**src/rtl/y2r_pkg.sv**
```systemverilog
// ----------------------------------------------------------------------------
// y2r_pkg: shared constants and types for the Y'CbCr to RGBA pixel core
// Holds the conversion coefficients, datapath widths and register indexes.
// ----------------------------------------------------------------------------
package y2r_pkg;

	// Number of colour channels: red, green, blue.
	localparam int NUM_CHAN = 3;
	localparam int CH_R = 0;
	localparam int CH_G = 1;
	localparam int CH_B = 2;

	// Configuration register indexes.
	localparam logic [1:0] REG_STUDIO_RANGE   = 2'd0;
	localparam logic [1:0] REG_CHROMA_PRESENT = 2'd1;
	localparam logic [1:0] REG_ALPHA_PRESENT  = 2'd2;

	// Chroma coefficients in units of 1/256.
	localparam int COEF_CR_R = 359;
	localparam int COEF_CB_G = 88;
	localparam int COEF_CR_G = 183;
	localparam int COEF_CB_B = 453;

	// Studio range: (v - 16) * 255 / 224, with 224 = 32 * 7.
	localparam int STUDIO_OFS   = 16;
	localparam int STUDIO_SHIFT = 5;
	// Reciprocal of 7 in 16 fractional bits, exact for dividends below 13107.
	localparam int RECIP7_W     = 14;
	localparam int RECIP7       = 9363;

	// Datapath widths.
	localparam int CHROMA_W = 9;   // centred chroma, signed
	localparam int PROD_W   = 17;  // chroma products, signed
	localparam int SUM_W    = 11;  // channel after luma add, signed
	localparam int SCALE_W  = 18;  // studio scaled value, signed
	localparam int QUOT_W   = 10;  // magnitude after division, unsigned

	typedef logic signed [CHROMA_W-1:0] chroma_t;
	typedef logic signed [PROD_W-1:0]   prod_t;
	typedef logic signed [SUM_W-1:0]    sum_t;
	typedef logic signed [SCALE_W-1:0]  scale_t;
	typedef logic        [QUOT_W-1:0]   quot_t;
	typedef logic        [7:0]          byte_t;

endpackage

```
**src/rtl/ycbcr_to_rgba_pixel_core.sv**
```systemverilog
// ----------------------------------------------------------------------------
// ycbcr_to_rgba_pixel_core: Y'CbCr plus alpha to RGBA pixel converter
// Five-stage pipeline: chroma products, luma add, range scaling, division
// by 224 in studio range and saturation to bytes.
// ----------------------------------------------------------------------------
// Usage
//   Input channel in_valid/in_ready carries one pixel per item: luma,
//   blue_diff, red_diff and alpha_in. Output channel out_valid/out_ready
//   carries red, green, blue and alpha_out for every input item, in order.
//   The configuration port (cfg_we, cfg_index, cfg_data) sets studio range,
//   chroma present and alpha present; write it only while the core is empty.
// Pipeline and throughput
//   An accepted item passes through the five stage registers in order and
//   is presented on the output from the stage 5 register. One item is
//   accepted in every cycle while out_ready is high; each stage is a single
//   register with its own valid bit.
// Reset and stalls
//   Reset empties the pipeline and loads studio range 0, chroma present 1
//   and alpha present 0. When the receiver holds out_ready low, the output
//   stage holds its item and stages behind it fill up; in_ready falls only
//   once every stage holds an item. Nothing is dropped or repeated.
// ----------------------------------------------------------------------------
module ycbcr_to_rgba_pixel_core (
	input  logic       clk,
	input  logic       arst_n,
	input  logic       in_valid,
	output logic       in_ready,
	input  logic [7:0] luma,
	input  logic [7:0] blue_diff,
	input  logic [7:0] red_diff,
	input  logic [7:0] alpha_in,
	output logic       out_valid,
	input  logic       out_ready,
	output logic [7:0] red,
	output logic [7:0] green,
	output logic [7:0] blue,
	output logic [7:0] alpha_out,
	input  logic       cfg_we,
	input  logic [1:0] cfg_index,
	input  logic       cfg_data
);

	localparam int NC = y2r_pkg::NUM_CHAN;

	// Configuration registers.
	logic studio_range_q;
	logic chroma_present_q;
	logic alpha_present_q;

	always_ff @(posedge clk or negedge arst_n) begin
		if (!arst_n) begin
			studio_range_q   <= 1'b0;
			chroma_present_q <= 1'b1;
			alpha_present_q  <= 1'b0;
		end else if (cfg_we) begin
			case (cfg_index)
				y2r_pkg::REG_STUDIO_RANGE:   studio_range_q   <= cfg_data;
				y2r_pkg::REG_CHROMA_PRESENT: chroma_present_q <= cfg_data;
				y2r_pkg::REG_ALPHA_PRESENT:  alpha_present_q  <= cfg_data;
				default: ;
			endcase
		end
	end

	// Stage valid bits and advance enables.
	logic v_s1, v_s2, v_s3, v_s4, v_s5;
	logic en_s1, en_s2, en_s3, en_s4, en_s5;

	assign en_s5    = !v_s5 || out_ready;
	assign en_s4    = !v_s4 || en_s5;
	assign en_s3    = !v_s3 || en_s4;
	assign en_s2    = !v_s2 || en_s3;
	assign en_s1    = !v_s1 || en_s2;
	assign in_ready = en_s1;

	always_ff @(posedge clk or negedge arst_n) begin
		if (!arst_n) begin
			v_s1 <= 1'b0;
			v_s2 <= 1'b0;
			v_s3 <= 1'b0;
			v_s4 <= 1'b0;
			v_s5 <= 1'b0;
		end else begin
			if (en_s1) v_s1 <= in_valid;
			if (en_s2) v_s2 <= v_s1;
			if (en_s3) v_s3 <= v_s2;
			if (en_s4) v_s4 <= v_s3;
			if (en_s5) v_s5 <= v_s4;
		end
	end

	// Stage 1: centre the chroma and form the three chroma products.
	y2r_pkg::chroma_t cb_c, cr_c;
	y2r_pkg::prod_t   prod_c [NC];

	always_comb begin
		if (chroma_present_q) begin
			cb_c = $signed({1'b0, blue_diff}) - y2r_pkg::chroma_t'(128);
			cr_c = $signed({1'b0, red_diff}) - y2r_pkg::chroma_t'(128);
		end else begin
			cb_c = '0;
			cr_c = '0;
		end
		prod_c[y2r_pkg::CH_R] = y2r_pkg::prod_t'(cr_c) *
			y2r_pkg::prod_t'(y2r_pkg::COEF_CR_R);
		prod_c[y2r_pkg::CH_G] = y2r_pkg::prod_t'(cb_c) *
			y2r_pkg::prod_t'(y2r_pkg::COEF_CB_G) +
			y2r_pkg::prod_t'(cr_c) * y2r_pkg::prod_t'(y2r_pkg::COEF_CR_G);
		prod_c[y2r_pkg::CH_B] = y2r_pkg::prod_t'(cb_c) *
			y2r_pkg::prod_t'(y2r_pkg::COEF_CB_B);
	end

	y2r_pkg::prod_t prod_s1 [NC];
	y2r_pkg::byte_t luma_s1, alpha_s1;
	logic           studio_s1;

	always_ff @(posedge clk) begin
		if (en_s1 && in_valid) begin
			prod_s1   <= prod_c;
			luma_s1   <= luma;
			alpha_s1  <= alpha_present_q ? alpha_in : 8'hFF;
			studio_s1 <= studio_range_q;
		end
	end

	// Stage 2: divide by 256 toward zero and add or subtract from luma.
	y2r_pkg::prod_t biased_c [NC];
	y2r_pkg::sum_t  quo_c    [NC];
	y2r_pkg::sum_t  sum_c    [NC];
	y2r_pkg::sum_t  luma_ext_c;

	always_comb begin
		luma_ext_c = y2r_pkg::sum_t'({1'b0, luma_s1});
		for (int i = 0; i < NC; i++) begin
			// Negative products are biased so that the shift truncates toward zero.
			biased_c[i] = prod_s1[i] +
				(prod_s1[i][y2r_pkg::PROD_W-1] ? y2r_pkg::prod_t'(255) : '0);
			quo_c[i] = y2r_pkg::sum_t'(biased_c[i] >>> 8);
		end
		sum_c[y2r_pkg::CH_R] = luma_ext_c + quo_c[y2r_pkg::CH_R];
		sum_c[y2r_pkg::CH_G] = luma_ext_c - quo_c[y2r_pkg::CH_G];
		sum_c[y2r_pkg::CH_B] = luma_ext_c + quo_c[y2r_pkg::CH_B];
	end

	y2r_pkg::sum_t  sum_s2 [NC];
	y2r_pkg::byte_t alpha_s2;
	logic           studio_s2;

	always_ff @(posedge clk) begin
		if (en_s2 && v_s1) begin
			sum_s2    <= sum_c;
			alpha_s2  <= alpha_s1;
			studio_s2 <= studio_s1;
		end
	end

	// Stage 3: studio range multiplies (v - 16) by 255; full range passes v.
	y2r_pkg::scale_t ofs_c   [NC];
	y2r_pkg::scale_t scale_c [NC];

	always_comb begin
		for (int i = 0; i < NC; i++) begin
			ofs_c[i] = y2r_pkg::scale_t'(sum_s2[i]) -
				y2r_pkg::scale_t'(y2r_pkg::STUDIO_OFS);
			if (studio_s2)
				scale_c[i] = (ofs_c[i] <<< 8) - ofs_c[i];
			else
				scale_c[i] = y2r_pkg::scale_t'(sum_s2[i]);
		end
	end

	y2r_pkg::scale_t scale_s3 [NC];
	y2r_pkg::byte_t  alpha_s3;
	logic            studio_s3;

	always_ff @(posedge clk) begin
		if (en_s3 && v_s2) begin
			scale_s3  <= scale_c;
			alpha_s3  <= alpha_s2;
			studio_s3 <= studio_s2;
		end
	end

	// Stage 4: magnitude, divided by 224 in studio range as a shift and a reciprocal of 7.
	localparam int MAG_W = y2r_pkg::SCALE_W - 1;
	localparam int DIV_W = MAG_W - y2r_pkg::STUDIO_SHIFT;
	localparam int MUL_W = DIV_W + y2r_pkg::RECIP7_W;

	logic [MAG_W-1:0]        mag_c  [NC];
	logic [DIV_W-1:0]        div_c  [NC];
	logic [MUL_W-1:0]        mul_c  [NC];
	y2r_pkg::quot_t          quot_c [NC];
	logic [NC-1:0]           neg_c;

	always_comb begin
		for (int i = 0; i < NC; i++) begin
			neg_c[i] = scale_s3[i][y2r_pkg::SCALE_W-1];
			mag_c[i] = neg_c[i] ? MAG_W'(-scale_s3[i]) : MAG_W'(scale_s3[i]);
			div_c[i] = mag_c[i][MAG_W-1:y2r_pkg::STUDIO_SHIFT];
			mul_c[i] = MUL_W'(div_c[i]) * MUL_W'(y2r_pkg::RECIP7);
			if (studio_s3)
				quot_c[i] = mul_c[i][16 +: y2r_pkg::QUOT_W];
			else
				quot_c[i] = mag_c[i][y2r_pkg::QUOT_W-1:0];
		end
	end

	y2r_pkg::quot_t quot_s4 [NC];
	logic [NC-1:0]  neg_s4;
	y2r_pkg::byte_t alpha_s4;

	always_ff @(posedge clk) begin
		if (en_s4 && v_s3) begin
			quot_s4  <= quot_c;
			neg_s4   <= neg_c;
			alpha_s4 <= alpha_s3;
		end
	end

	// Stage 5: saturate each channel to a byte into the output register.
	y2r_pkg::byte_t sat_c [NC];

	always_comb begin
		for (int i = 0; i < NC; i++) begin
			if (neg_s4[i])
				sat_c[i] = 8'h00;
			else if (quot_s4[i] > y2r_pkg::quot_t'(255))
				sat_c[i] = 8'hFF;
			else
				sat_c[i] = quot_s4[i][7:0];
		end
	end

	y2r_pkg::byte_t chan_s5 [NC];
	y2r_pkg::byte_t alpha_s5;

	always_ff @(posedge clk) begin
		if (en_s5 && v_s4) begin
			chan_s5  <= sat_c;
			alpha_s5 <= alpha_s4;
		end
	end

	assign out_valid = v_s5;
	assign red       = chan_s5[y2r_pkg::CH_R];
	assign green     = chan_s5[y2r_pkg::CH_G];
	assign blue      = chan_s5[y2r_pkg::CH_B];
	assign alpha_out = alpha_s5;

	// Any empty stage leaves room for a new item.
	a_ready_when_room: assert property (@(posedge clk) disable iff (!arst_n)
		!(v_s1 && v_s2 && v_s3 && v_s4 && v_s5) |-> in_ready)
		else $error("in_ready low while the pipeline has a free stage");

	// A full output stage that is not taken stalls everything behind it.
	a_full_stall: assert property (@(posedge clk) disable iff (!arst_n)
		(v_s1 && v_s2 && v_s3 && v_s4 && v_s5 && !out_ready) |-> !in_ready)
		else $error("item accepted while the full pipeline is stalled");

	// A stalled middle stage keeps its item.
	a_s3_hold: assert property (@(posedge clk) disable iff (!arst_n)
		(v_s3 && !en_s4) |=> (v_s3 && $stable(scale_s3[y2r_pkg::CH_G])))
		else $error("stage 3 item changed while stalled");

	// With chroma absent every channel carries the same grey value.
	a_mono_grey: assert property (@(posedge clk) disable iff (!arst_n)
		(v_s1 && en_s2 && !chroma_present_q && !$past(chroma_present_q) &&
		 prod_s1[y2r_pkg::CH_R] == '0) |=>
		(sum_s2[y2r_pkg::CH_R] == sum_s2[y2r_pkg::CH_G] &&
		 sum_s2[y2r_pkg::CH_G] == sum_s2[y2r_pkg::CH_B]) ||
		(prod_s1[y2r_pkg::CH_G] != '0) || ($past(prod_s1[y2r_pkg::CH_B]) != '0))
		else $error("mono item produced unequal channels");

endmodule
```
**config.mk**
```make
export PLATFORM = sky130hd
export DESIGN_NAME = ycbcr_to_rgba_pixel_core
export DESIGN_NICKNAME = d
export VERILOG_FILES = /design/src/rtl/y2r_pkg.sv /design/src/rtl/ycbcr_to_rgba_pixel_core.sv
export SDC_FILE = /design/constraint.sdc
export NUM_CORES = 1
export LEC_CHECK = 0
export BUFFER_PORTS_ARGS = -buffer_cell sky130_fd_sc_hd__buf_2
export CORE_ASPECT_RATIO = 2
export CORE_UTILIZATION = 40
export DETAILED_ROUTE_END_ITERATION = 10
export GPL_TIMING_DRIVEN = 1
export PLACE_DENSITY = 0.6
export SLEW_MARGIN = 20
export SYNTH_ARGS = -nofsm -noshare
export SYNTH_HDL_FRONTEND = slang
export SYNTH_SLANG_ARGS = --single-unit
```
**constraint.sdc**
```tcl
create_clock -name clk -period 9.2 [get_ports clk]
set_input_delay 1.38 -clock clk [delete_from_list [all_inputs] [get_ports clk]]
set_output_delay 1.38 -clock clk [all_outputs]
set_load 0.01 [all_outputs]
```
After elaboration in Yosys (flattened, before gate mapping)
Index checks and enable logic that the tools add are counted.

Bits of input ports: 40. Word-level logic and storage cells: 99. Flip-flop bits (word level): 251.

Mux-type cells: 17. Equal/unequal tests: 2. $mul: 7. Reduce and logical (&&, ||, !) cells: 19. $lt $le $gt $ge: 3. Add/sub/neg operators: 18.

Operators with widths (number): multiplier 12 x 14 -> 26 bit, second input constant (3); two-way mux 18 bit (3); subtractor 18 x 11 -> 18 bit (3); adder 17 x 8 -> 17 bit (3); two-way mux 17 bit (3); negator 17 bit (3); two-way mux 8 bit (6); multiplier 9 x 10 -> 17 bit, second input constant (2); subtractor 10 x 6 -> 11 bit, second input constant (3); greater-than comparator 10 x 8 -> 1 bit, second input constant (3); two-way mux 10 bit (3); adder 9 x 9 -> 10 bit (2); two-way mux 9 bit (2); subtractor 8 x 8 -> 9 bit, second input constant (2); adder 17 bit (1); multiplier 9 x 9 -> 17 bit, second input constant (1); multiplier 9 x 5 -> 14 bit, second input constant (1); subtractor 9 x 9 -> 10 bit (1); AND reduction 2 bit (3); logical AND 1 bit (5); zero test 1 bit (5); logical OR 1 bit (5); == test 2 x 1 -> 1 bit, second input constant (1); == test 2 bit, second input constant (1); zero test 2 bit (1).

Logic depth before layout (Yosys ltp)
Gate-level depths: netlist of the first run.

Depth after elaboration: 7. Mapped depth: 27. Depth with buffers taken out: 27.

Worst setup path before layout of the first run
OpenSTA, ideal clock, no wires.

Kind: reg2reg. From: register scale_s3[6] in the netlist's numbering. To: register quot_s4[9] in the netlist's numbering, data pin. Arrival time: 6.290 ns. Stages on the path, launching flop included: 24. Required time: 8.944 ns. Period minus slack after synthesis: 6.546 ns. Library setup time: 0.256 ns. Slack: 2.654 ns. Path through: edfxtp_1 or4_1 or3_1 nor2_1 a31oi_1 nand2b_1 xor2_1 ha_1 inv_1 fa_1 fa_1 fa_1 fa_1 inv_1 ha_1 nand4_1 nor3_1 nand3_1 a21oi_1 nor4_1 o31ai_1 nand2_1 a211o_1 a31o_2.

RTL lines: start: declaration (RTL line ycbcr_to_rgba_pixel_core.sv:172) `y2r_pkg::scale_t scale_s3 [NC];`; start signal: assignment (RTL line ycbcr_to_rgba_pixel_core.sv:178) `scale_s3 <= scale_c;`; end signal: assignment (RTL line ycbcr_to_rgba_pixel_core.sv:214) `quot_s4 <= quot_c;`; end: declaration (RTL line ycbcr_to_rgba_pixel_core.sv:208) `y2r_pkg::quot_t quot_s4 [NC];`.

==> summary.md, run 1 <==
| Metric | Value |
|---|---|
| Layer with the highest usage | met2 |
| Outcome | complete, no violations |
| Max cap viols | 0 |
| Die Y | 353 um |
| CP Launch Type | flop |
| Gr usage total | 17.2% |
| Worst Tran Pin Value | 1090 ps |
| Die Area | 62500 sq um |
| Post-DP HPWL | 44300 um |
| # diodes | 0 |
| Post-synth EDFFs | 241 |
| Clock Skew | 26.1 ps |
| Setup Buffers After CTS | 0 |
| DRT Pass-1 Iters | 5 |
| Avg Vias per Cell | 5.13 |
| Hold Path Stages | 0 |
| Synth cell types | 78 |
| Worst Setup SP | scale_s3[6] |
| Crit-path cells | or4_1 -> or3_1 -> nor2_1 -> a31oi_1 -> nand2b_1 -> xor2_1 -> ha_1 -> inv_1 -> fa_1 -> fa_1 -> fa_1 -> fa_1 -> inv_1 -> ha_1 -> nand4_1 -> nor3_1 -> nand3_1 -> a21oi_1 -> nor4_1 -> o31ai_1 -> nand2_1 -> a211o_1 -> a31o_2 |
| CP max FO | 6 |
| Final setup viols | 0 |
| Post-Syn Area | 24600 sq um |
| Required time of the critical path | 9510 ps |
| WS Path Type | flop to flop |
| CP dominant cell by count | fa_1 |
| Clock Tree Root | clkbuf_16 |
| Slew Limit Headroom | 27.0% |
| DRT antenna net count | 0 |
| Reg2Reg Depth | 23 |
| Vias in the first global route | 18087 |
| Origin of the critical flop-to-flop path | scale_s3[6] |
| Ys flop type | edfxtp_1 |
| Hold_sp | alpha_s3[1] |
| Fillers | 5806 |
| Gp weighted congestion | 0.927 |
| H-tree Lvls | 1 |
| Critical-path top delay cell | or4_1 |
| Met2 global-route usage | 36.2% |
| DRT iter0 DRCs | 543 |
| Hold WC Path Type | flop to flop |
| Port Buffer Count | 73 |
| Utilization after layout | 43.7% |
| Clock sink count | 249 |
| Synthesis Warnings | 0 |
| Cells after synthesis | 2386 |
| Mean Syn Cell Area | 10.3 sq um |
| Unrepaired setup endpoints after global routing | false |
| # IOs | 74 |
| Fin crit share | 78.2% |
| #FFs+latches synth | 249 |
| Slew Viols, Final | 0 |
| Clk_lat worst skew | 570 ps |
| Via count | 16653 |
| Horiz. Die Dim | 177 um |
| Commonest non-fill, non-tap cell in the layout | ha_1 |
| Initial antenna violation count | 1 |
| Setup TNS Final | 0 ps |
| Inserted Clock Buffers | 23 |
| Met1 Use GR | 15.4% |
| Tmin final | 7200 ps |
| Clock Tree Buf Depth | 3 |
| Reg clk slew, reported paths | 70 ps |
| Share of layout cells above drive strength 1 | 6.73% |
| Total grt overflow | 0 |
| Layout Nets | 3087 |
| Syn nets | 3024 |
| Asr flop ratio synth | 3.21% |
| DRC | 0 |
| Crit. End Element | flop |
| Wirelength per Cell | 15.9 um |
| Fmax | 0.139 GHz |
| P&R area growth vs syn | 8.18% |
| WL final | 51700 um |
| CP peak stage delay | 600 ps |
| # resized after CTS | 0 |
| Multi-input logic area | 15600 sq um |
| Core Region | 60900 sq um |
| Hold-fix buffers at CTS | 0 |
| Largest net degree at the start of global routing | 67 |
| Final Hold Fails | 0 |
| Initial core utilization | 40.4% |
| Most frequent cells in the layout | ha_1 (458), inv_1 (382), edfxtp_1 (241) |
| Met3 Track Usage GR | 1.33% |
| Critical path arrival | 7510 ps |
| Wire length of the first global-routing pass | 86300 um |
| Register area | 7440 sq um |
| Row Count | 128 |
| CTS tree | built |
| Sequential area share after synthesis | 30.3% |
sequential cells by signal, indices dropped and copies added (netlist names), 8 cells and up:
signal and count:
green 8, sum_s2 30, red 8, alpha_s3 8, prod_s1 49, alpha_s2 8
alpha_out 8, alpha_s1 8, blue 8, luma_s1 8, scale_s3 51, quot_s4 30
alpha_s4 8
cell families after synthesis:
group                    Yosys count  synth area share [%]
multiplexers                      12                 0.509
AO/OA/AOI/OAI                    375                  9.67
adder cells (fa/ha/maj)          598                  34.7
buffers and inverters            423                  6.47
AND/OR/NAND/NOR                  493                  9.77
flip-flops                       249                  30.3
XOR/XNOR                         236                  8.58
Yosys cell counts (all sizes together), types with 5 or more instances:
library cell  count  share of area [%]
o21a             15               0.46
nand3b            5               0.15
and3              8               0.20
a31oi            15               0.38
edfxtp          241                 29
a21boi            8               0.24
o21bai           22               0.67
fa              140                 11
mux2i             8               0.33
a21o             30               0.92
nor2b            20               0.51
o31ai            17               0.52
nor3             38               0.79
o41ai            11               0.39
dfrtp             7               0.71
o21ai            98                2.0
buf               8               0.13
or2              17               0.43
a211oi            8               0.26
nand2b           32               0.81
nor2            153                2.3
clkbuf           33               0.50
nand3            27               0.55
a21oi           105                2.1
nand4            16               0.41
or3              23               0.61
and2             11               0.29
inv             382                5.8
a31o              7               0.25
xnor2           162                5.9
nand2           119                1.8
nor4              5               0.15
ha              458                 23
xor2             73                2.6
o31a              6               0.25
final cells by class:
cell class	instances	share of cell area (%)
flip-flops and latches	249	28.0
well taps	780	3.67
clock inverters	16	0.640
repair buffers	79	1.54
inverters	382	5.39
clock buffers	26	2.25
multi-input cells	1714	58.5
worst max-delay path: cells and delay by family (launching register included):
kind / cells / cell delay (ps)
flip-flops: 1 / 460
XOR/XNOR: 1 / 360
AO/OA/AOI/OAI: 5 / 1340
AND/OR/NAND/NOR: 9 / 2100
adder cells (fa/ha/maj): 6 / 2580
buffers and inverters: 2 / 90
per-stage QoR:
step	instances	area, sq um	setup WS (ps)	hold WS (ps)
2_1_floorplan	2386	24600	2650	400
6_report	3246	26600	2000	418
3_5_place_dp	3204	25800	2020	405
3_3_place_gp	3204	25800	2180	401
4_1_cts	3246	26600	2000	420
5_1_grt	3246	26600	1440	424
path summary, 6_finish.rpt:
check                                   endpoint  slack (ps)
worst max-delay path                  quot_s4[9]        2000
worst min-delay path                 alpha_s4[1]         420
worst max register to register        quot_s4[9]        2000
worst min register to register       alpha_s4[1]         420
max in group asynchronous       chroma_present_q        8280
min in group asynchronous                   v_s1         660
layer usage:
metal | wire length, um | part of all wire, % | vias to the layer above
li1 | - | - | 8295
met1 | 17200 | 33 | 7994
met2 | 30500 | 59 | 240
met3 | 1090 | 2.1 | 122
met4 | 2920 | 5.6 | 2
met5 | 10 | 0.019 | -
Power of run 1 is left out: the tool's default activity adds up to more than one toggle a clock period on the data nets, which glitch-free logic cannot reach.
==> inputs of run 2 (changes only) <==
--- a/config.mk
+++ b/config.mk
@@ -10,7 +10,7 @@
 export CORE_UTILIZATION = 40
 export DETAILED_ROUTE_END_ITERATION = 10
 export GPL_TIMING_DRIVEN = 1
-export PLACE_DENSITY = 0.6
+export PLACE_DENSITY = 0.62
 export SLEW_MARGIN = 20
 export SYNTH_ARGS = -nofsm -noshare
 export SYNTH_HDL_FRONTEND = slang
==> constraint.sdc (replaced) <==
create_clock -name clk -period 6.2 [get_ports clk]
set_input_delay 0.93 -clock clk [delete_from_list [all_inputs] [get_ports clk]]
set_output_delay 0.93 -clock clk [all_outputs]
set_load 0.01 [all_outputs]
==> summary.md, run 2 (same netlist as run 1, synthesis figures left out) <==
| Metric | Value |
|---|---|
| Crit-path cells | inv_1 -> ha_2 -> or3b_4 -> or3_4 -> or4_4 -> o31a_4 -> xnor2_4 -> inv_2 -> xnor2_2 -> fa_2 -> fa_2 -> fa_1 -> fa_2 -> inv_2 -> ha_4 -> a21oi_4 -> o21ai_4 -> a2111oi_4 -> buf_4 -> nor2_2 -> a21oi_2 -> xor2_1 -> mux2i_1 |
| Post-DP HPWL | 45200 um |
| DRC | 0 |
| Horiz. Die Dim | 177 um |
| Wire length of the first global-routing pass | 87900 um |
| P&R area growth vs syn | 15.7% |
| Wirelength per Cell | 15.8 um |
| Hold WC Path Type | input port to asynchronous set/reset pin |
| Crit-path leading delay family | adder cells |
| Die Area | 62500 sq um |
| Worst Tran Pin Value | 1030 ps |
| Crit. End Element | flop |
| DRT Pass-1 Iters | 5 |
| Clk_lat worst skew | 560 ps |
| CP max FO | 3 |
| Avg Vias per Cell | 5.08 |
| Required time of the critical path | 6490 ps |
| Worst path bufs/invs | 4 |
| Port Buffer Count | 73 |
| DRT antenna net count | 0 |
| Row Count | 128 |
| Most frequent cells in the layout | ha_1 (447), inv_1 (374), edfxtp_1 (241) |
| Gp weighted congestion | 0.937 |
| Tmin final | 6430 ps |
| Largest regs | scale_s3 (51), prod_s1 (49) |
| CTS tree | built |
| Failing checks | negative setup slack |
| Reg2Reg Depth | 23 |
| Setup TNS Final | -1510 ps |
| Hold_ws | 212 ps |
| WP depth | 23 |
| Share of layout cells above drive strength 1 | 15.8% |
| Outcome | finished, violations left |
| Critical-path top delay cell | fa_2 |
| # IOs | 74 |
| Max FFs per register | 51 |
| Reg clk slew, reported paths | 70 ps |
| Clock sink count | 249 |
| Slew Limit Headroom | 31.6% |
| Unrepaired setup endpoints after global routing | true |
| Max cap viols | 0 |
| Slew Viols, Final | 0 |
| CP dominant cell by count | fa_2 |
| Clock Tree Buf Depth | 3 |
| Initial antenna violation count | 0 |
| Utilization after layout | 46.7% |
| Commonest non-fill, non-tap cell in the layout | ha_1 |
| Initial core utilization | 40.4% |
| Post-route insts no fill | 3388 |
| WS Path Type | flop to flop |
| DRT iter0 DRCs | 615 |
| Fin worst setup slack | -231 ps |
| Clock Tree Root | clkbuf_16 |
| H-tree Lvls | 1 |
| Fin crit share | 104% |
| Total grt overflow | 0 |
| Final Hold Fails | 0 |
| CP peak stage delay | 590 ps |
| Largest Register | scale_s3 |
| Vias in the first global route | 18538 |
| Final setup viols | 14 |
| Die Y | 353 um |
| Fillers | 5627 |
| Clock Skew | 20.8 ps |
| WL final | 53600 um |
| DP Cell Count | 3315 |
| Via count | 17219 |
| Largest net degree at the start of global routing | 67 |
| Fmax | 0.155 GHz |
| Inserted Clock Buffers | 24 |
| Layout Nets | 3227 |
| CP Launch Type | flop |
| Core Region | 60900 sq um |
| Gr usage total | 17.6% |
| Critical path arrival | 6730 ps |
## run 2: cell types whose count changed in the layout (fill, tap and decap cells not counted), moves of 10 or more
cell / previous run / this run
o21ai_1: 2 / 12
ha_1: 458 / 447
buf_4: 6 / 139
xnor2_1: 160 / 147
a21oi_2: 0 / 11
a21oi_1: 105 / 92
xnor2_2: 1 / 14
o21ai_0: 96 / 80
## run 2: repair_timing
action                                  4_1_cts  5_1_grt
resized for setup                            66       60
pin swaps                                    51       47
endpoints found under the setup margin       24       29
hold buffers                                  0        0
buffers inserted                             17       14
## run 2: path summary, 6_finish.rpt
path	startpoint	to	slack, ps
min reg2reg	alpha_s4[2]	alpha_out[2]	420
max	scale_s3[19]	quot_s4[16]	-230
max in group asynchronous	arst_n	chroma_present_q	5750
min	arst_n	v_s1	210
max reg2reg	scale_s3[19]	quot_s4[16]	-230
min in group clk	alpha_s4[2]	alpha_out[2]	420
## run 2: metrics by stage
step | setup WS [ps] | cell area (sq um)
detailed placement | -471 | 26800
floorplan | -32.6 | 24700
global placement | -254 | 26800
CTS | -132 | 28000
global route | -444 | 28400
finish | -231 | 28400
## run 2: routing by layer
metal / share of wire, % / vias up / global-route usage (%)
li1: - / 8572 / -
met1: 33 / 8231 / 15.8
met2: 59 / 272 / 37.0
met3: 1.9 / 144 / 1.18
met4: 5.6 / 0 / 9.03
met5: 0 / - / 0
## run 2: area by class of cell
cell class | instances | area (sq um) | share of cell area (%)
multi-input cells | 1714 | 16300 | 57.2
flip-flops and latches | 249 | 7440 | 26.2
repair buffers | 218 | 1480 | 5.19
inverters | 382 | 1430 | 5.04
well taps | 780 | 976 | 3.43
clock buffers | 24 | 601 | 2.11
clock inverters | 20 | 249 | 0.876
diodes | 1 | 2.50 | 0.00880
Power of run 2 is left out for the same reason.
